==> config.mk <==
export PLATFORM = sky130hd
export DESIGN_NAME = command_line_pipe_tokenizer_core
export DESIGN_NICKNAME = d
export VERILOG_FILES = /design/src/design/clpt_pkg.sv /design/src/design/clpt_lexer.sv /design/src/design/clpt_res_queue.sv /design/src/design/command_line_pipe_tokenizer_core.sv
export SDC_FILE = /design/constraint.sdc
export NUM_CORES = 1
export LEC_CHECK = 0
export ABC_AREA = 1
export BUFFER_PORTS_ARGS = -buffer_cell sky130_fd_sc_hd__clkbuf_2
export CELL_PAD_IN_SITES_DETAIL_PLACEMENT = 2
export CELL_PAD_IN_SITES_GLOBAL_PLACEMENT = 2
export CORE_MARGIN = 2
export CORE_UTILIZATION = 40
export CTS_BUF_LIST = sky130_fd_sc_hd__clkbuf_8
export DETAILED_ROUTE_END_ITERATION = 10
export PLACE_DENSITY = 0.93
export SYNTH_ARGS = -nofsm -noshare
export SYNTH_HDL_FRONTEND = slang
export SYNTH_SLANG_ARGS = --single-unit
==> constraint.sdc <==
create_clock -name clk -period 3.72 [get_ports clk]
set_clock_uncertainty 0.1 [all_clocks]
set_input_delay 0.186 -clock clk [delete_from_list [all_inputs] [get_ports clk]]
set_output_delay 0.186 -clock clk [all_outputs]
set_load 0.01 [all_outputs]
==> src/design/clpt_pkg.sv <==
// ----------------------------------------------------------------------------
// clpt_pkg
// Shared types, codes and defaults of the command line pipe tokenizer.
// ----------------------------------------------------------------------------
`default_nettype none

package clpt_pkg;

  // Default limits
  localparam int LINE_MAX_LEN_DEF = 4096;
  localparam int MAX_ARGS_DEF     = 64;
  localparam int MAX_STAGES_DEF   = 64;

  // Input kind codes
  localparam logic KIND_CHAR = 1'b0;
  localparam logic KIND_EOL  = 1'b1;

  // Special bytes
  localparam logic [7:0] CH_PIPE   = 8'h7C;
  localparam logic [7:0] CH_DQUOTE = 8'h22;
  localparam logic [7:0] CH_SQUOTE = 8'h27;

  // Result event codes
  typedef enum logic [1:0] {
    EV_WORD = 2'd0,
    EV_PIPE = 2'd1,
    EV_END  = 2'd2
  } event_t;

  // Lexer state, one-hot
  typedef enum logic [3:0] {
    ST_BLANK = 4'b0001,
    ST_WORD  = 4'b0010,
    ST_SQ    = 4'b0100,
    ST_DQ    = 4'b1000
  } lex_state_t;

  // Lexer to result queue: number of results pushed this cycle (0..2)
  typedef struct packed {
    logic [1:0] count;
  } push_t;

  // Result queue status back to the lexer
  typedef struct packed {
    logic room;  // at least two free entries
  } q_stat_t;

  // Tab, newline, vertical tab, form feed, carriage return, space
  function automatic logic is_blank(logic [7:0] c);
    return (c inside {8'd32, [8'd9:8'd13]});
  endfunction

endpackage

`default_nettype wire

==> src/design/clpt_lexer.sv <==
// ----------------------------------------------------------------------------
// clpt_lexer
// Input register, lexer state and per-byte result generation (0..2 results).
// ----------------------------------------------------------------------------
`default_nettype none

module clpt_lexer import clpt_pkg::*; #(
  parameter int LINE_MAX_LEN = LINE_MAX_LEN_DEF,
  parameter int MAX_ARGS     = MAX_ARGS_DEF,
  parameter int MAX_STAGES   = MAX_STAGES_DEF,
  parameter int QW           = 43
) (
  input  wire logic          clk,
  input  wire logic          rst,
  input  wire logic          s_tvalid,
  output      logic          s_tready,
  input  wire logic [7:0]    s_tdata,   // [7:0] char_code
  input  wire logic          s_tuser,   // [0] kind
  input  wire q_stat_t       q_stat,
  output      push_t         push,
  output      logic [QW-1:0] res0,
  output      logic [QW-1:0] res1
);

  localparam int START_W = $clog2(LINE_MAX_LEN);
  localparam int LEN_W   = $clog2(LINE_MAX_LEN + 1);
  localparam int ARG_W   = $clog2(MAX_ARGS + 1);
  localparam int STG_W   = $clog2(MAX_STAGES);
  localparam int FLD_W   = START_W + LEN_W + ARG_W + STG_W + 1;
  localparam int TDATA_W = ((FLD_W + 7) / 8) * 8;

  // Pack one result: {tlast, tuser, tdata}
  function automatic logic [QW-1:0] pack_res(event_t ev, logic [START_W-1:0] st,
                                             logic [LEN_W-1:0] ln, logic [ARG_W-1:0] ai,
                                             logic [STG_W-1:0] si, logic ov, logic lst);
    logic [TDATA_W-1:0] d;
    d = '0;
    d[FLD_W-1:0] = {ov, si, ai, ln, st};
    return {lst, ev, d};
  endfunction

  // Input register
  logic       in_vld;
  logic       in_kind;
  logic [7:0] in_char;
  logic       adv;

  // Lexer state
  lex_state_t         st, st_next;
  logic [LEN_W-1:0]   pos, pos_next;
  logic [START_W-1:0] start, start_next;
  logic [ARG_W-1:0]   argc, argc_next;
  logic [STG_W-1:0]   stg, stg_next;
  logic               ovf, ovf_next;

  assign adv      = in_vld & q_stat.room;
  assign s_tready = ~in_vld | q_stat.room;

  always_ff @(posedge clk) begin
    if (rst) begin
      in_vld <= 1'b0;
    end else if (s_tvalid && s_tready) begin
      in_vld <= 1'b1;
    end else if (adv) begin
      in_vld <= 1'b0;
    end
  end

  always_ff @(posedge clk) begin
    if (s_tvalid && s_tready) begin
      in_kind <= s_tuser;
      in_char <= s_tdata;
    end
  end

  // Shared terms
  logic               pos_sat, q_clamp, blank, argc_full, stg_full;
  logic               ovf_c, ovf_w;
  logic [LEN_W-1:0]   word_len;
  logic [LEN_W:0]     pos_p1;
  logic [START_W-1:0] start_cur, start_q;
  logic [ARG_W-1:0]   argc_inc;
  logic [STG_W-1:0]   stg_inc;

  always_comb begin
    pos_sat   = (pos == LEN_W'(LINE_MAX_LEN));
    pos_p1    = {1'b0, pos} + 1'b1;
    q_clamp   = (pos >= LEN_W'(LINE_MAX_LEN - 1));
    start_cur = pos_sat ? START_W'(LINE_MAX_LEN - 1) : pos[START_W-1:0];
    start_q   = q_clamp ? START_W'(LINE_MAX_LEN - 1) : pos_p1[START_W-1:0];
    blank     = is_blank(in_char);
    argc_full = (argc == ARG_W'(MAX_ARGS));
    argc_inc  = argc_full ? argc : argc + 1'b1;
    stg_full  = (stg == STG_W'(MAX_STAGES - 1));
    stg_inc   = stg_full ? stg : stg + 1'b1;
    // word ends at the current position both for a byte and for end of line
    word_len  = (pos > LEN_W'(start)) ? pos - LEN_W'(start) : '0;
    ovf_c     = ovf | pos_sat;
    ovf_w     = ovf_c | argc_full;
  end

  // Next state and results
  always_comb begin
    st_next    = st;
    pos_next   = pos;
    start_next = start;
    argc_next  = argc;
    stg_next   = stg;
    ovf_next   = ovf;
    push.count = 2'd0;
    res0       = '0;
    res1       = '0;
    if (in_kind == KIND_EOL) begin
      // end of line: flush word, close final stage, back to reset values
      if (st != ST_BLANK) begin
        push.count = 2'd2;
        res0 = pack_res(EV_WORD, start, word_len, argc, stg, ovf | argc_full, 1'b0);
        res1 = pack_res(EV_END, '0, '0, argc_inc, stg, ovf | argc_full, 1'b1);
      end else begin
        push.count = 2'd1;
        res0 = pack_res(EV_END, '0, '0, argc, stg, ovf, 1'b1);
      end
      st_next    = ST_BLANK;
      pos_next   = '0;
      start_next = '0;
      argc_next  = '0;
      stg_next   = '0;
      ovf_next   = 1'b0;
    end else begin
      pos_next = pos_sat ? pos : pos_p1[LEN_W-1:0];
      ovf_next = ovf_c;
      case (st)
        ST_BLANK: begin
          if (blank) begin
            st_next = ST_BLANK;
          end else if (in_char == CH_SQUOTE || in_char == CH_DQUOTE) begin
            start_next = start_q;
            ovf_next   = ovf_c | q_clamp;
            st_next    = (in_char == CH_DQUOTE) ? ST_DQ : ST_SQ;
          end else if (in_char == CH_PIPE) begin
            push.count = 2'd1;
            res0       = pack_res(EV_PIPE, '0, '0, argc, stg, ovf_c | stg_full, 1'b1);
            stg_next   = stg_inc;
            argc_next  = '0;
            ovf_next   = ovf_c | stg_full;
          end else begin
            start_next = start_cur;
            st_next    = ST_WORD;
          end
        end
        ST_WORD: begin
          if (blank) begin
            push.count = 2'd1;
            res0       = pack_res(EV_WORD, start, word_len, argc, stg, ovf_w, 1'b1);
            argc_next  = argc_inc;
            ovf_next   = ovf_w;
            st_next    = ST_BLANK;
          end else if (in_char == CH_PIPE) begin
            push.count = 2'd2;
            res0       = pack_res(EV_WORD, start, word_len, argc, stg, ovf_w, 1'b0);
            res1       = pack_res(EV_PIPE, '0, '0, argc_inc, stg, ovf_w | stg_full, 1'b1);
            argc_next  = '0;
            stg_next   = stg_inc;
            ovf_next   = ovf_w | stg_full;
            st_next    = ST_BLANK;
          end
        end
        ST_SQ: begin
          if (in_char == CH_SQUOTE) begin
            push.count = 2'd1;
            res0       = pack_res(EV_WORD, start, word_len, argc, stg, ovf_w, 1'b1);
            argc_next  = argc_inc;
            ovf_next   = ovf_w;
            st_next    = ST_BLANK;
          end
        end
        ST_DQ: begin
          if (in_char == CH_DQUOTE) begin
            push.count = 2'd1;
            res0       = pack_res(EV_WORD, start, word_len, argc, stg, ovf_w, 1'b1);
            argc_next  = argc_inc;
            ovf_next   = ovf_w;
            st_next    = ST_BLANK;
          end
        end
        default: begin
          st_next = ST_BLANK;
        end
      endcase
    end
    if (!adv) begin
      push.count = 2'd0;
    end
  end

  // State registers
  always_ff @(posedge clk) begin
    if (rst) begin
      st    <= ST_BLANK;
      pos   <= '0;
      start <= '0;
      argc  <= '0;
      stg   <= '0;
      ovf   <= 1'b0;
    end else if (adv) begin
      st    <= st_next;
      pos   <= pos_next;
      start <= start_next;
      argc  <= argc_next;
      stg   <= stg_next;
      ovf   <= ovf_next;
    end
  end

endmodule

`default_nettype wire

==> src/design/clpt_res_queue.sv <==
// ----------------------------------------------------------------------------
// clpt_res_queue
// Four-entry result queue: up to two writes and one read per cycle.
// ----------------------------------------------------------------------------
`default_nettype none

module clpt_res_queue import clpt_pkg::*; #(
  parameter int DW = 43
) (
  input  wire logic          clk,
  input  wire logic          rst,
  input  wire push_t         push,
  input  wire logic [DW-1:0] din0,
  input  wire logic [DW-1:0] din1,
  output      q_stat_t       q_stat,
  output      logic          dvalid,
  input  wire logic          dready,
  output      logic [DW-1:0] dout
);

  localparam int QDEPTH = 4;
  localparam int PTR_W  = $clog2(QDEPTH);
  localparam int CNT_W  = $clog2(QDEPTH + 1);

  logic [DW-1:0]    mem [QDEPTH];
  logic [PTR_W-1:0] wr_ptr, rd_ptr, wr_ptr1;
  logic [CNT_W-1:0] count;
  logic             pop;

  assign wr_ptr1     = wr_ptr + 1'b1;
  assign pop         = dvalid & dready;
  assign dvalid      = (count != '0);
  assign dout        = mem[rd_ptr];
  assign q_stat.room = (count <= CNT_W'(QDEPTH - 2));

  // Entry storage
  always_ff @(posedge clk) begin
    if (push.count != 2'd0) begin
      mem[wr_ptr] <= din0;
    end
    if (push.count == 2'd2) begin
      mem[wr_ptr1] <= din1;
    end
  end

  // Pointers and fill count
  always_ff @(posedge clk) begin
    if (rst) begin
      wr_ptr <= '0;
      rd_ptr <= '0;
      count  <= '0;
    end else begin
      wr_ptr <= wr_ptr + PTR_W'(push.count);
      rd_ptr <= rd_ptr + PTR_W'(pop);
      count  <= count + CNT_W'(push.count) - CNT_W'(pop);
    end
  end

endmodule

`default_nettype wire

==> src/design/command_line_pipe_tokenizer_core.sv <==
// ----------------------------------------------------------------------------
// command_line_pipe_tokenizer_core
// Shell-style word and pipe-stage tokenizer for a byte stream.
// ----------------------------------------------------------------------------
// Takes one command line byte per cycle (s_tuser = 0) and an end-of-line
// transaction (s_tuser = 1) after the last byte. Every byte or end of line
// yields zero, one or two result transactions: a word (start, length, index
// in stage), a stage closed by a pipe, or the final stage at end of line;
// m_tlast marks the last result of an input transaction. An input is
// registered, decoded from the input register and its results are written
// to a four-entry queue that drives the output. The input accepts one
// transaction per cycle while the queue has two free entries; the output
// delivers one result per cycle while m_tready is high, so sustained input
// rate is one byte per cycle as long as results average at most one per
// input (a word closed by a pipe or by end of line yields two results).
`default_nettype none

module command_line_pipe_tokenizer_core import clpt_pkg::*; #(
  parameter int LINE_MAX_LEN = LINE_MAX_LEN_DEF,
  parameter int MAX_ARGS     = MAX_ARGS_DEF,
  parameter int MAX_STAGES   = MAX_STAGES_DEF,
  localparam int START_W     = $clog2(LINE_MAX_LEN),
  localparam int LEN_W       = $clog2(LINE_MAX_LEN + 1),
  localparam int ARG_W       = $clog2(MAX_ARGS + 1),
  localparam int STG_W       = $clog2(MAX_STAGES),
  localparam int FLD_W       = START_W + LEN_W + ARG_W + STG_W + 1,
  localparam int TDATA_W     = ((FLD_W + 7) / 8) * 8
) (
  input  wire logic               clk,
  input  wire logic               rst,
  input  wire logic               s_tvalid,
  output      logic               s_tready,
  input  wire logic [7:0]         s_tdata,   // char_code
  input  wire logic               s_tuser,   // kind
  output      logic               m_tvalid,
  input  wire logic               m_tready,
  // token_start, token_length, arg_index, stage_index, overflow, zero fill
  output      logic [TDATA_W-1:0] m_tdata,
  output      logic [1:0]         m_tuser,   // event_res
  output      logic               m_tlast    // last
);

  localparam int QW = TDATA_W + 3;

  push_t         push;
  q_stat_t       q_stat;
  logic [QW-1:0] res0, res1, head;

  // Byte decode and lexer state
  clpt_lexer #(
    .LINE_MAX_LEN (LINE_MAX_LEN),
    .MAX_ARGS     (MAX_ARGS),
    .MAX_STAGES   (MAX_STAGES),
    .QW           (QW)
  ) u_lexer (
    .clk      (clk),
    .rst      (rst),
    .s_tvalid (s_tvalid),
    .s_tready (s_tready),
    .s_tdata  (s_tdata),
    .s_tuser  (s_tuser),
    .q_stat   (q_stat),
    .push     (push),
    .res0     (res0),
    .res1     (res1)
  );

  // Result queue
  clpt_res_queue #(
    .DW (QW)
  ) u_queue (
    .clk    (clk),
    .rst    (rst),
    .push   (push),
    .din0   (res0),
    .din1   (res1),
    .q_stat (q_stat),
    .dvalid (m_tvalid),
    .dready (m_tready),
    .dout   (head)
  );

  // Output split
  assign m_tdata = head[TDATA_W-1:0];
  assign m_tuser = head[TDATA_W +: 2];
  assign m_tlast = head[TDATA_W + 2];

endmodule

`default_nettype wire

==> impl_metrics.csv <==
group,metric,value,unit
status,status,"finished, final reports clean",
synthesis,netlist_instances,1627,
route,drtPass1Iterations,6,
synthesis,ys_ff_latch,228,
sta,tns,0,ns
hold_path,hp-class,"in -> reg",
worst_setup_path,setup.worst_path.class,"reg -> reg",
placement,hpwlAfterDp,34.9,mm
grt,grt_util_all_layers,0.386,
cells_and_area,utilization,0.460,
worst_setup_path,crit_path_start_kind,"flop",
route,viasPerCell,6.23,
worst_setup_path,crit_slowest_cell,"nor2_1",
synthesis,synth_edf_count,77,
grt,grt_pass1_vias,14900,
hold_path,min_delay_path_depth,5,
synthesis,ys_types,41,
cells_and_area,antenna_cells,0,
route,routed_wl,60.9,mm
clock_tree,cts_buffer_depth,3,
worst_setup_path,rr_worst_depth,11,
clock_tree,cts_root_buf,"clkbuf_8",
synthesis,synthTopCellsByCount,"nand2_1, nor2_1, dfxtp_1",
synthesis,ys.flop_type,"dfxtp_1",
route,route.detailed.drc,0,
synthesis,synth_top_cell_area_share,0.251,
power_and_ir_drop,power_density,565,nW/um2
worst_setup_path,crit_fanout,11,
floorplan,die_area,31500,um2
clock_tree,cts_resized,0,
sta,period_minus_slack,3.35,ns
job,maxCapViolCount,0,
synthesis,yosysMostFrequentCell,"nand2_1",
sta,setup_viol,0,
placement,post_dp_cell_area,12500,um2
sta,rsz0062_at_grt,"false",
sta,hold_viol,0,
sta,slew_viol_final,0,
cells_and_area,fillers,3420,
grt,grt_start_max_net_pins,86,
cells_and_area,area_growth,13.2,%
route,final_antenna_net_count,0,
sta,fmax,0.298,GHz
clock_tree,cts-htree-levels,2,
synthesis,async_flop_share,0,
synthesis,syn_area,12000,um2
worst_setup_path,path_cells,"ha_1 -> nand2_1 -> o21ai_0 -> a21oi_1 -> nand2_1 -> o21ai_0 -> inv_1 -> nand2_1 -> nor2_1 -> nand2_1 -> nand2_1",
route,dr.first_iter.drc_count,1139,
clock_tree,clkTransAtPathRegs,0.06,ns
cells_and_area,fin_area,13600,um2
grt,antenna_found_initial,1,
worst_setup_path,cp_data_required_time,4.16,ns
floorplan,initial_core_util,0.406,
route,num_vias,13100,
clock_tree,numCtsBuffers,43,
sta,tightestPinTransition,1.34,ns
placement,routabilityCongestion,0.834,
synthesis,yosys-top-cells-area,"dfxtp_1, edfxtp_1, nand2_1",
worst_setup_path,cp_data_arrival_time,3.79,ns
grt,grt_first_pass_wirelength,91.7,mm
floorplan,core_area,29600,um2
power_and_ir_drop,vdd_drop_max,0.221,mV
clock_tree,cts_tree,"done",
floorplan,die_h,177,um
clock_tree,clock-sinks,228,
worst_setup_path,worst_path_largest_cell_delay,0.56,ns
power_and_ir_drop,p_leak,5.93,nW
grt,globalRouteOverflowTotal,0,
placement,io_buffers,56,
floorplan,ios,58,
synthesis,synth.avg_cell_area,7.39,um2
worst_setup_path,critPathCaptureType,"flop",
worst_setup_path,cp_common_cell,"nand2_1",
clock_tree,clk_latency,0.60,ns
cells_and_area,final_nets,1712,
synthesis,synth_warnings,0,
synthesis,synth_top_area_cell,"dfxtp_1",
synthesis,syn_nets,1663,
cells_and_area,drive_gt1_frac,0.116,
sta,max_slew_margin,0.104,
sta,min_period_over_period,0.901,
route,wl_per_cell,29.0,um
synthesis,ys_seq_area_frac,0.444,
floorplan,die_w,177,um
floorplan,core.rowCount,63,
-- power by group --
part	total, mW	internal, mW	leakage [nW]	switching, mW
clock	2.92	1.59	0.539	1.33
combinational	2.06	0.555	3.46	1.51
sequential	2.72	2.65	1.92	0.0669
total	7.70	4.80	5.93	2.90
-- critical path, delay by kind of cell, from the launching register on --
kind,cells,cell delay [ns]
simple gates,6,1.42
compound gates,3,0.71
fa+ha+maj,1,0.52
flops,1,0.41
buf+inv,1,0.13
-- area by class of cell --
type | instances | area (um2) | area share
Clock buffer | 57 | 785 | 0.0576
Clock inverter | 23 | 188 | 0.0138
Inverter | 111 | 417 | 0.0306
Multi-Input combinational cell | 1199 | 5810 | 0.427
Sequential cell | 228 | 5340 | 0.392
Tap cell | 390 | 488 | 0.0358
Timing Repair Buffer | 93 | 596 | 0.0437
-- per-layer routing --
metal | vias up | track usage | wire length, um
met5 | - | 0 | 0
li1 | 5473 | - | -
met1 | 6610 | 0.441 | 23200
met3 | 275 | 0.0716 | 4140
met4 | 0 | 0.222 | 3410
met2 | 736 | 0.673 | 30100
-- final timing paths --
check             slack (ns)                               to                             from
setup / recovery        0.37  u_queue.mem[2][16]$_SDFFE_PP0P_      u_lexer.pos[7]$_SDFFE_PP0P_
hold / removal          0.18     u_queue.rd_ptr[0]$_SDFF_PP0_                         m_tready
setup reg to reg        0.37  u_queue.mem[2][16]$_SDFFE_PP0P_      u_lexer.pos[7]$_SDFFE_PP0P_
hold reg to reg         0.39  u_queue.mem[1][11]$_SDFFE_PP0P_  u_queue.mem[1][11]$_SDFFE_PP0P_
-- placed cells by master (no fill, tap or decap), drive strengths merged, types with 8 or more instances in the layout --
cell         synthesis  final
a21boi              26     26
edfxtp              77     77
inv                111    124
nor2               195    195
o211ai              18     18
or2                  8      8
ha                  21     21
nand3              141    141
xor2                19     19
a21oi               72     72
nand2              491    491
nor3                13     13
dfxtp              151    151
clkbuf              48    113
nand4               10     10
buf                 41     27
o21ai              115    115
dlygate4sd3          0     10
o22ai               48     48
-- registers in the layout (all words and copies together), names as in the netlist, 3 cells and up --
| signal | flops |
|---|---|
| u_lexer.argc | 7 |
| u_queue.mem | 168 |
| u_lexer.pos | 13 |
| u_lexer.start | 12 |
| u_lexer.st | 4 |
| u_queue.count | 3 |
| u_lexer.in_char | 8 |
| u_lexer.stg | 6 |
-- metrics by stage --
| stage | hold slack, ns | worst slack (ns) | instances | power, mW |
|---|---|---|---|---|
| 2_1_floorplan | 0.185 | 1.28 | 1627 | 3.87 |
| 3_3_place_gp | 0.265 | 0.890 | 2011 | 4.50 |
| 3_5_place_dp | 0.265 | 0.698 | 2011 | 4.64 |
| 4_1_cts | 0.177 | 0.457 | 2101 | 7.64 |
| 5_1_grt | 0.212 | 0.222 | 2101 | 7.91 |
| 6_report | 0.178 | 0.370 | 2101 | 7.70 |
-- kinds of logic after synthesis --
kind of cell	synth area share
buffers and inverters	0.0732
adders and majority gates	0.0252
and+or+nand+nor	0.303
other	0.000312
xor gates and xnor gates	0.0182
DFF	0.444
AOI/OAI and AO/OA	0.136
-- what timing repair did --
item	in CTS	in global routing
endpoints found under the setup margin	0	0
hold buffers	10	0
endpoints found under the hold margin	10	0
setup buffers	0	0
(Power assumes the default switching activity.)
